<file path="config.mk">
export PLATFORM = sky130hd
export DESIGN_NAME = websocket_frame_unmasker
export DESIGN_NICKNAME = d
export VERILOG_FILES = /design/src/sv/wfu_pkg.sv /design/src/sv/wfu_front.sv /design/src/sv/wfu_queue.sv /design/src/sv/websocket_frame_unmasker.sv
export VERILOG_INCLUDE_DIRS = /design/src /design/src/sv
export SDC_FILE = /design/constraint.sdc
export NUM_CORES = 1
export LEC_CHECK = 0
export BUFFER_PORTS_ARGS = -buffer_cell sky130_fd_sc_hd__buf_2
export CAP_MARGIN = 10
export CORE_AREA = 2 2 119 121
export DETAILED_ROUTE_END_ITERATION = 10
export DIE_AREA = 0 0 121 123
export GPL_TIMING_DRIVEN = 0
export SLEW_MARGIN = 10
export SYNTH_ARGS = -nofsm -noshare
export SYNTH_HDL_FRONTEND = slang
export SYNTH_SLANG_ARGS = --single-unit
</file>
<file path="constraint.sdc">
create_clock -name clk -period 2.75 [get_ports clk]
set_clock_uncertainty 0.05 [all_clocks]
set_input_delay 0.55 -clock clk [delete_from_list [all_inputs] [get_ports clk]]
set_output_delay 0.55 -clock clk [all_outputs]
set_load 0.05 [all_outputs]
</file>
<file path="src/sv/websocket_frame_unmasker_defines.svh">
// Assertion macros shared by the frame unmasker RTL.
`ifndef WEBSOCKET_FRAME_UNMASKER_DEFINES_SVH
`define WEBSOCKET_FRAME_UNMASKER_DEFINES_SVH

// Checks that cons holds in the same cycle as ante.
`define WFU_ASSERT_SAME(lbl, ante, cons, msg) \
  lbl: assert property (@(posedge clk) disable iff (!rst_n) (ante) |-> (cons)) else $error(msg);

// Checks that cons holds in the cycle after ante.
`define WFU_ASSERT_NEXT(lbl, ante, cons, msg) \
  lbl: assert property (@(posedge clk) disable iff (!rst_n) (ante) |=> (cons)) else $error(msg);

`endif

</file>
<file path="src/sv/wfu_pkg.sv">
// Package with item types, codes and constants of the frame unmasker.
`default_nettype none
package wfu_pkg;

  localparam logic [3:0] OPC_CLOSE    = 4'h8;
  localparam logic [6:0] LEN_CODE_16  = 7'd126;
  localparam logic [6:0] LEN_CODE_64  = 7'd127;
  localparam logic [3:0] HDR_SHORT    = 4'd6;
  localparam logic [3:0] HDR_MEDIUM   = 4'd8;
  localparam logic [3:0] HDR_LONG     = 4'd14;
  localparam logic [3:0] POS_MAX      = 4'd15;
  localparam logic [3:0] KEY_BYTES    = 4'd4;

  localparam logic [1:0] STATUS_OK    = 2'd0;
  localparam logic [1:0] STATUS_CLOSE = 2'd1;
  localparam logic [1:0] STATUS_TRUNC = 2'd2;

  localparam int QUEUE_DEPTH = 2;

  typedef struct packed {
    logic [7:0] data_byte;
    logic       last_byte;
  } in_item_t;

  typedef struct packed {
    logic [7:0] payload_byte;
    logic       payload_valid;
    logic       end_of_message;
    logic [1:0] status;
  } out_item_t;

  typedef struct packed {
    logic      valid;
    out_item_t item;
  } q_push_t;

endpackage
`default_nettype wire

</file>
<file path="src/sv/wfu_front.sv">
// Front end: header parser, mask key store and payload unmasking.
`default_nettype none
module wfu_front (
  input  wire logic              clk,
  input  wire logic              rst_n,
  input  wire logic              in_valid,
  input  wire wfu_pkg::in_item_t in_item,
  input  wire logic              q_full,
  output logic                   in_ready,
  output wfu_pkg::q_push_t       q_push
);

  logic [3:0] pos_r;
  logic [3:0] hdr_size_r;
  logic [7:0] key_r [4];
  logic [1:0] key_idx_r;
  logic       close_r;

  logic [3:0] hdr_size_nxt;
  logic       close_nxt;
  logic [3:0] pos_nxt;
  logic       in_payload;
  logic       key_write;
  logic [1:0] key_slot;
  logic       pay_valid;
  logic       accept;
  logic [1:0] end_status;

  assign in_ready = !q_full;
  assign accept   = in_valid && in_ready;

  always_comb begin
    hdr_size_nxt = hdr_size_r;
    if (pos_r == 4'd1) begin
      unique case (in_item.data_byte[6:0])
        wfu_pkg::LEN_CODE_16: hdr_size_nxt = wfu_pkg::HDR_MEDIUM;
        wfu_pkg::LEN_CODE_64: hdr_size_nxt = wfu_pkg::HDR_LONG;
        default:              hdr_size_nxt = wfu_pkg::HDR_SHORT;
      endcase
    end
  end

  assign close_nxt  = (pos_r == 4'd0) ? (in_item.data_byte[3:0] == wfu_pkg::OPC_CLOSE)
                                      : close_r;
  // Headers are at least six bytes, so the first two positions never reach payload.
  assign in_payload = (pos_r >= hdr_size_r);
  assign key_write  = (pos_r >= 4'd2) && !in_payload
                      && (pos_r >= hdr_size_r - wfu_pkg::KEY_BYTES);
  // The key starts four bytes before the header end, so its slot is pos minus size mod 4.
  assign key_slot   = pos_r[1:0] - hdr_size_r[1:0];
  assign pay_valid  = in_payload && !close_r;
  assign pos_nxt    = (pos_r == wfu_pkg::POS_MAX) ? pos_r : pos_r + 4'd1;

  always_comb begin
    end_status = wfu_pkg::STATUS_OK;
    if (in_item.last_byte) begin
      if (close_nxt) begin
        end_status = wfu_pkg::STATUS_CLOSE;
      end else if (({1'b0, pos_r} + 5'd1) < {1'b0, hdr_size_nxt}) begin
        end_status = wfu_pkg::STATUS_TRUNC;
      end
    end
  end

  always_comb begin
    q_push.valid               = accept && (pay_valid || in_item.last_byte);
    q_push.item.payload_byte   = pay_valid ? (in_item.data_byte ^ key_r[key_idx_r]) : 8'd0;
    q_push.item.payload_valid  = pay_valid;
    q_push.item.end_of_message = in_item.last_byte;
    q_push.item.status         = end_status;
  end

  always_ff @(posedge clk) begin
    if (!rst_n) begin
      pos_r      <= 4'd0;
      hdr_size_r <= wfu_pkg::HDR_SHORT;
      key_idx_r  <= 2'd0;
      close_r    <= 1'b0;
    end else if (accept) begin
      if (in_item.last_byte) begin
        pos_r      <= 4'd0;
        hdr_size_r <= wfu_pkg::HDR_SHORT;
        key_idx_r  <= 2'd0;
        close_r    <= 1'b0;
      end else begin
        pos_r      <= pos_nxt;
        hdr_size_r <= hdr_size_nxt;
        close_r    <= close_nxt;
        if (in_payload) begin
          key_idx_r <= key_idx_r + 2'd1;
        end
      end
    end
  end

  // The key is always fully written before a payload byte reads it.
  always_ff @(posedge clk) begin
    if (accept && key_write) begin
      key_r[key_slot] <= in_item.data_byte;
    end
  end

endmodule
`default_nettype wire

</file>
<file path="src/sv/wfu_queue.sv">
// Back end: short result queue that drives the output channel.
`default_nettype none
module wfu_queue #(
  parameter int DEPTH = wfu_pkg::QUEUE_DEPTH
) (
  input  wire logic             clk,
  input  wire logic             rst_n,
  input  wire wfu_pkg::q_push_t q_push,
  output logic                  q_full,
  output logic                  out_valid,
  input  wire logic             out_ready,
  output wfu_pkg::out_item_t    out_item
);

  localparam int PTR_W = (DEPTH > 1) ? $clog2(DEPTH) : 1;
  localparam int CNT_W = $clog2(DEPTH + 1);
  localparam logic [PTR_W-1:0] PTR_LAST = PTR_W'(DEPTH - 1);
  localparam logic [CNT_W-1:0] CNT_FULL = CNT_W'(DEPTH);

  wfu_pkg::out_item_t mem_r [DEPTH];
  logic [PTR_W-1:0] wr_ptr_r;
  logic [PTR_W-1:0] rd_ptr_r;
  logic [CNT_W-1:0] count_r;
  logic             push;
  logic             pop;

  assign q_full    = (count_r == CNT_FULL);
  assign out_valid = (count_r != '0);
  assign out_item  = mem_r[rd_ptr_r];
  assign push      = q_push.valid;
  assign pop       = out_valid && out_ready;

  always_ff @(posedge clk) begin
    if (!rst_n) begin
      wr_ptr_r <= '0;
      rd_ptr_r <= '0;
      count_r  <= '0;
    end else begin
      if (push) begin
        wr_ptr_r <= (wr_ptr_r == PTR_LAST) ? '0 : wr_ptr_r + PTR_W'(1);
      end
      if (pop) begin
        rd_ptr_r <= (rd_ptr_r == PTR_LAST) ? '0 : rd_ptr_r + PTR_W'(1);
      end
      if (push && !pop) begin
        count_r <= count_r + CNT_W'(1);
      end else if (pop && !push) begin
        count_r <= count_r - CNT_W'(1);
      end
    end
  end

  always_ff @(posedge clk) begin
    if (push) begin
      mem_r[wr_ptr_r] <= q_push.item;
    end
  end

endmodule
`default_nettype wire

</file>
<file path="src/sv/websocket_frame_unmasker.sv">
// Top level of the WebSocket frame unmasker.
// Usage:
//   Frame bytes enter on the in_ channel (valid/ready), one item per byte, with
//   last_byte set on the final byte of a message. Results leave on the out_
//   channel: an unmasked payload byte for each payload byte of a data frame,
//   and one item carrying end_of_message and a status for the final byte.
//   Header bytes, and payload bytes of a close frame, give no result.
//   Each result is written into the result queue when its byte is accepted.
//   Throughput: one byte per cycle while out_ready stays high; the header
//   parser and mask XOR finish in the accepting cycle, and the two-entry
//   result queue sets how far input may run ahead of a stalled receiver.
//   When the receiver stalls, results collect in the queue and in_ready
//   falls once it is full; nothing is dropped.
//   Reset (rst_n low, synchronous) empties the queue and returns the parser
//   to the first byte of a frame. After every final byte the parser also
//   restarts, so the next byte opens a new frame.
`default_nettype none
`include "websocket_frame_unmasker_defines.svh"
module websocket_frame_unmasker #(
  parameter int QUEUE_DEPTH = wfu_pkg::QUEUE_DEPTH
) (
  input  wire logic               clk,
  input  wire logic               rst_n,
  input  wire logic               in_valid,
  output logic                    in_ready,
  input  wire wfu_pkg::in_item_t  in_item,
  output logic                    out_valid,
  input  wire logic               out_ready,
  output wfu_pkg::out_item_t      out_item
);

  wfu_pkg::q_push_t q_push;
  logic             q_full;

  wfu_front u_front (
    .clk      (clk),
    .rst_n    (rst_n),
    .in_valid (in_valid),
    .in_item  (in_item),
    .q_full   (q_full),
    .in_ready (in_ready),
    .q_push   (q_push)
  );

  wfu_queue #(
    .DEPTH (QUEUE_DEPTH)
  ) u_queue (
    .clk       (clk),
    .rst_n     (rst_n),
    .q_push    (q_push),
    .q_full    (q_full),
    .out_valid (out_valid),
    .out_ready (out_ready),
    .out_item  (out_item)
  );

  `WFU_ASSERT_SAME(a_no_close_payload, out_valid && out_item.payload_valid, out_item.status != wfu_pkg::STATUS_CLOSE, "payload byte emitted with close status")
  `WFU_ASSERT_SAME(a_status_at_end, out_valid && !out_item.end_of_message, out_item.status == wfu_pkg::STATUS_OK, "status set on a result that is not the end")
  `WFU_ASSERT_NEXT(a_push_shows, q_push.valid, out_valid, "queued result not visible on the output")

endmodule
`default_nettype wire

</file>
## Word-level counts from Yosys, hierarchy flattened

Memories as Yosys holds them, arrays and structs flattened. A register that Yosys moved wholly into a read port is not among the register bits.
Index checks and enable logic that the tools add are counted.

| storage, ports and cells | value |
|---|---|
| output and inout bits | 14 |
| memories kept | 2 |
| register bits after elaboration | 15 |
| word-level logic and storage cells | 76 |
| input bits | 13 |
| memory bits (writable) | 56 |

Memories:

| name | depth | bits a word | rd ports | clocked after memory_dff | write ports | line | RTL |
|---|---|---|---|---|---|---|---|
| u_front.key_r | 4 | 8 | 1 | 1 | 1 | wfu_front.sv:15 | `logic [7:0] key_r [4];` |
| u_queue.mem_r | 2 | 12 | 1 | 1 | 1 | wfu_queue.sv:20 | `wfu_pkg::out_item_t mem_r [DEPTH];` |

| cells by class | value |
|---|---|
| order comparisons | 4 |
| eq/ne operators | 7 |
| mux-type cells | 25 |
| reduce and logical (&&, ||, !) cells | 21 |
| add/subtract/negate cells | 9 |
| bitwise gates (word level) | 1 |

Operators by type and width:

| operator | number |
|---|---|
| $mux 2 | 9 |
| $mux 4 | 4 |
| $eq 7x7->1 const B | 2 |
| $mux 1 | 10 |
| $logic_and 1x1->1 | 9 |
| $eq 4x4->1 const B | 2 |
| $ge 4x4->1 | 2 |
| $mux 8 | 1 |
| $pmux 4 s2 | 1 |
| $xor 8x8->8 | 1 |
| $reduce_bool 2->1 | 3 |
| $add 4x1->5 const B | 1 |
| $logic_not 1->1 | 5 |
| $lt 5x4->1 | 1 |
| $add 2x1->2 const B | 2 |
| $add 4x1->4 const B | 1 |
| $eq 4x1->1 const B | 1 |
| $ge 4x2->1 const B | 1 |
| $logic_not 4->1 | 1 |
| $reduce_and 2->1 | 2 |
| $sub 4x3->4 const B | 1 |
| $add 1x1->1 const B | 2 |
| $eq 2x2->1 const B | 1 |
| $ne 2x2->1 const B | 1 |
| other kinds (3) | 3 |

## Logic depth before layout (Yosys ltp)

| logic depth | value |
|---|---|
| word-level depth | 8 |
| gate-level depth with buffers | 11 |
| gate-level depth less buffers | 11 |

## By module

From an unflattened synthesis, not the netlist that was laid out.

| second synthesis, totals | value |
|---|---|
| cells, all modules | 240 |
| area total of the unflattened synthesis | 3323.2 sq um |

Modules (own cells, without submodules):

| module | area each (sq um) | seq. area each (sq um) | instances | cells each |
|---|---|---|---|---|
| wfu_front | 2242.2 | 1221.2 | 1 | 181 |
| wfu_queue | 1081.0 | 820.8 | 1 | 59 |

## Least setup slack after synthesis

No wires, ideal clock.

| timing path | value |
|---|---|
| kind | reg2reg |
| start point | register u_front.pos_r[0] |
| end point | memory u_front.key_r[0][0], enable pin |
| path slack | 0.097 ns |
| period minus slack after synthesis | 2.653 ns |
| stages on the path, launching flop included | 7 |
| buffers on the path | 0 |
| library setup time | 0.383 ns |
| data required time | 2.317 ns |
| arrival | 2.219 ns |
| cell sequence | dfxtp_1 > inv_1 > ha_1 > a21boi_2 > o21ai_1 > or3_4 > nor3_1 |

| on the way | value |
|---|---|
| word-level cells in the longest chain between the ends | 7 |
| elaborated cells on any way between the ends | 10 |
| classes of those cells | add/sub: 1; order compare: 3; mux: 2; reduce/logical: 4 |

Ends and longest elaborated chain:

| item | line | RTL |
|---|---|---|
| start, declared | wfu_front.sv:13 | `logic [3:0] pos_r;` |
| start signal, assigned | wfu_front.sv:86 | `pos_r <= pos_nxt;` |
| $ge 4x4->1 | wfu_front.sv:46 | `assign in_payload = (pos_r >= hdr_size_r);` |
| $logic_not 1->1 | wfu_front.sv:47 | `assign key_write = (pos_r >= 4'd2) && !in_payload` |
| $logic_and 1x1->1 | wfu_front.sv:47 |  |
| $logic_and 1x1->1 | wfu_front.sv:48 | `&& (pos_r >= hdr_size_r - wfu_pkg::KEY_BYTES);` |
| $logic_and 1x1->1 | wfu_front.sv:98 | `if (accept && key_write) begin` |
| $mux 1 | wfu_front.sv:98 |  |
| $mux 1 (implied by the code) | wfu_front.sv:99 | `key_r[key_slot] <= in_item.data_byte;` |
| end, declared | wfu_front.sv:15 |  |

Several ways; a longest one is shown, not always the timed one.

==> impl_metrics.env <==
export IMPL_hp_start="in_item[0]"
export IMPL_outcome="finished clean"
export IMPL_root_buffer="clkbuf_16"
export IMPL_dp_slack_ns=-0.520
export IMPL_finalCritPeriodShare=0.928
export IMPL_ys_seq_area_frac=0.609
export IMPL_final_util=0.309
export IMPL_yosysWarnings=0
export IMPL_finalNonFillerCells=471
export IMPL_slowest_stage="dfxtp_2"
export IMPL_rows=43
export IMPL_ys_types=49
export IMPL_synth_nets=266
export IMPL_grt_max_degree=14
export IMPL_setup_ws_ns=0.199
export IMPL_yosysTopAreaCell="edfxtp_1"
export IMPL_r2r_start="u_front.pos_r[0]"
export IMPL_setup_viol=0
export IMPL_syn_instance_count=238
export IMPL_synthXorXnorAreaFrac=0.0366
export IMPL_synth_top_family_by_area="simple AND/OR/NAND/NOR gates"
export IMPL_reg2reg_to="u_queue.count_r[1]"
export IMPL_synth_compound_area_frac=0.0541
export IMPL_fin_crit_ns=2.55
export IMPL_die_width_um=121
export IMPL_clockBufferDepth=2
export IMPL_multi_input_area_um2=1290
export IMPL_cts_sinks=74
export IMPL_crit_required_ns=2.96
export IMPL_path_clk_slew_ns=0.06
export IMPL_grt_pass1_vias=2013
export IMPL_ys_ff_latch=74
export IMPL_yosys_area_top_type_share=0.502
export IMPL_relSlewSlack=0.404
export IMPL_ys_async_sr_fraction=0
export IMPL_grt_pass1_wl_um=10500
export IMPL_min_to="u_queue.mem_r[0][2]"
export IMPL_cts_made_buffers=9
export IMPL_antenna_left=0
export IMPL_drive_above_1_share=0.323
export IMPL_grt_overflow_total=0
export IMPL_reg2regPathDepth=10
export IMPL_maxSlewViolCount=0
export IMPL_synthAdderAreaFrac=0.0583
export IMPL_dieArea_um2=14900
export IMPL_routed_via_density=4.28
export IMPL_path_class="reg2reg"
export IMPL_cp_arrival_ns=2.76
export IMPL_routabilityCongestion=0.822
export IMPL_start_util=0.246
export IMPL_cp_common_cell="inv_1"
export IMPL_die_h_um=123
export IMPL_finish_net_count=314
export IMPL_coreArea_um2=13600
export IMPL_wl_per_cell_um=13.8
export IMPL_syn_area_um2=3350
export IMPL_critPathCaptureType="flip-flop"
export IMPL_r2r_slack_ns=0.20
export IMPL_antenna_found_initial=2
export IMPL_synthTopCellsByArea="edfxtp_1 50%, dfxtp_1 11%, mux4_2 5.4%"
export IMPL_cts_tree="built"
export IMPL_ys_flop_type="edfxtp_1"
export IMPL_p_leak_nw=1.53
export IMPL_hold_depth=1
export IMPL_via_count=2018
export IMPL_ios=27
export IMPL_power_density_nw_per_um2=768
export IMPL_vdd_drop_max_mv=0.430
export IMPL_synth_most_common_cell="edfxtp_1"
export IMPL_hpwlAfterDp_um=4450
export IMPL_drt_iter0_markers=173
export IMPL_insertedDiodeCount=0
export IMPL_place_inst=445
export IMPL_rsz0062_at_grt="false"
export IMPL_synth_edf_count=56
export IMPL_htreeDepth=3
export IMPL_ys_top_cells_by_count="56 x edfxtp_1, 23 x nor2_1, 18 x dfxtp_1"
export IMPL_wl_um=6500
export IMPL_worst_slew_pin_slew_ns=0.894
export IMPL_drc=0
export IMPL_syn_to_final_growth_pct=25.5
export IMPL_io_buffers=26
export IMPL_min_path_type="in2reg"
export IMPL_cp_slowest_stage_delay_ns=0.36
export IMPL_layout_area_seq_um2=2040
export IMPL_synthMuxAreaShare=0.103
export IMPL_fmax_mhz=392
export IMPL_avgSynthCellArea_um2=14.1
export IMPL_clkLatencyLatePin_ns=0.34
export IMPL_cts_hold_buf=0
export IMPL_path_cells="inv_1, ha_2, fa_1, a21boi_4, o21ai_4, o211ai_1, inv_1, ha_1, or3_1, a21oi_1"
export IMPL_fillers=1337
export IMPL_synth_simple_gate_area_frac=0.112
export IMPL_hold_viol=0
export IMPL_start_kind="flip-flop"
export IMPL_crit_fanout=6
export IMPL_track_usage=0.0930
export IMPL_drv_cap=0
export IMPL_drt_pass1_iter_count=4
-- cell type report --
class,count,share of cell area
inverter,12,0.0107
clock inverter,6,0.0211
buffer,8,0.0104
sequential,74,0.486
timing repair buffer,37,0.0536
multi-input combinational,144,0.308
tap,180,0.0536
clock buffer,10,0.0568
-- per-layer routing --
metal | global-route usage | up-vias | wire (um) | part of all wire
li1 | - | 987 | - | -
met1 | 0.109 | 978 | 2830 | 0.43
met2 | 0.158 | 39 | 3250 | 0.50
met3 | 0.0249 | 12 | 278 | 0.043
met4 | 0.0436 | 2 | 136 | 0.021
met5 | 0 | - | 11 | 0.0017
-- cells in the final DEF (no fill, tap or decap), drive strengths merged, types with 2 or more instances in the layout --
cell / count
a21oi: 7
a22oi: 2
a31oi: 3
and2: 3
buf: 42
bufinv: 2
clkbuf: 13
clkinvlp: 2
dfxtp: 18
edfxtp: 56
ha: 14
inv: 13
mux2: 12
mux2i: 3
mux4: 8
nand2: 12
nand2b: 2
nand3: 3
nand4: 2
nand4b: 2
nor2: 23
nor3: 2
nor3b: 2
nor4: 2
nor4b: 3
o211ai: 3
o21ai: 9
or3: 3
xnor2: 9
xor2: 5
-- cells by family after synthesis --
kind of cell    Yosys count
flops                    74
mux                      23
compound gates           29
simple gates             63
xor+xnor                 14
fa+ha+maj                15
buf+inv                  20
-- critical path: cells and delay by family (launching register included) --
| kind | cells | cell delay, ns |
|---|---|---|
| adders and majority gates | 3 | 0.81 |
| AOI/OAI and AO/OA | 4 | 0.72 |
| buffers and inverters | 2 | 0.18 |
| DFF | 1 | 0.36 |
| and+or+nand+nor | 1 | 0.35 |
-- through the flow --
stage | total power, mW | hold WS (ns) | setup TNS [ns] | instance area (um^2)
after detailed placement | 1.95 | 0.421 | -22.51 | 3710
after global placement | 1.94 | 0.407 | -23.23 | 3710
after CTS | 3.26 | 0.401 | 0 | 4180
after floorplan | 1.81 | 0.401 | 0 | 3350
final | 3.23 | 0.401 | 0 | 4200
after global routing | 3.36 | 0.405 | 0 | 4200
-- worst max path at each step --
stage | from | end | cells after the start
final | u_front.pos_r[0] | u_queue.count_r[1] | 10
after floorplan | u_front.pos_r[0] | u_front.key_r[0][0] | 6
after CTS | u_front.pos_r[0] | u_queue.count_r[1] | 10
after global placement | u_front.pos_r[0] | u_front.key_r[0][6] | 6
after global routing | u_front.pos_r[1] | u_queue.mem_r[1][1] | 9
after detailed placement | u_front.pos_r[0] | u_queue.mem_r[1][10] | 7
-- state kept, by name (all words and copies together), names as in the netlist, named ones only --
name                count
u_front.key_r          32
u_queue.mem_r          24
u_front.hdr_size_r      4
u_front.pos_r           4
u_front.key_idx_r       2
u_queue.count_r         2
u_front.close_r         1
u_queue.rd_ptr_r        1
u_queue.wr_ptr_r        1
-- power breakdown --
group          switching (mW)  internal (mW)  total [mW]  leakage [nW]
Sequential             0.0342           1.26        1.29         0.659
Combinational           0.457          0.209       0.666         0.718
Clock                   0.452          0.820        1.27         0.155
-- timing repair --
item                                    4_1_cts  5_1_grt
setup buffers                                 9        1
endpoints found under the setup margin       57       56
pin swaps                                     3        0
gates resized for setup                      10        4
cloned                                        0        0
Note: power is estimated with default switching activity, not from simulation.
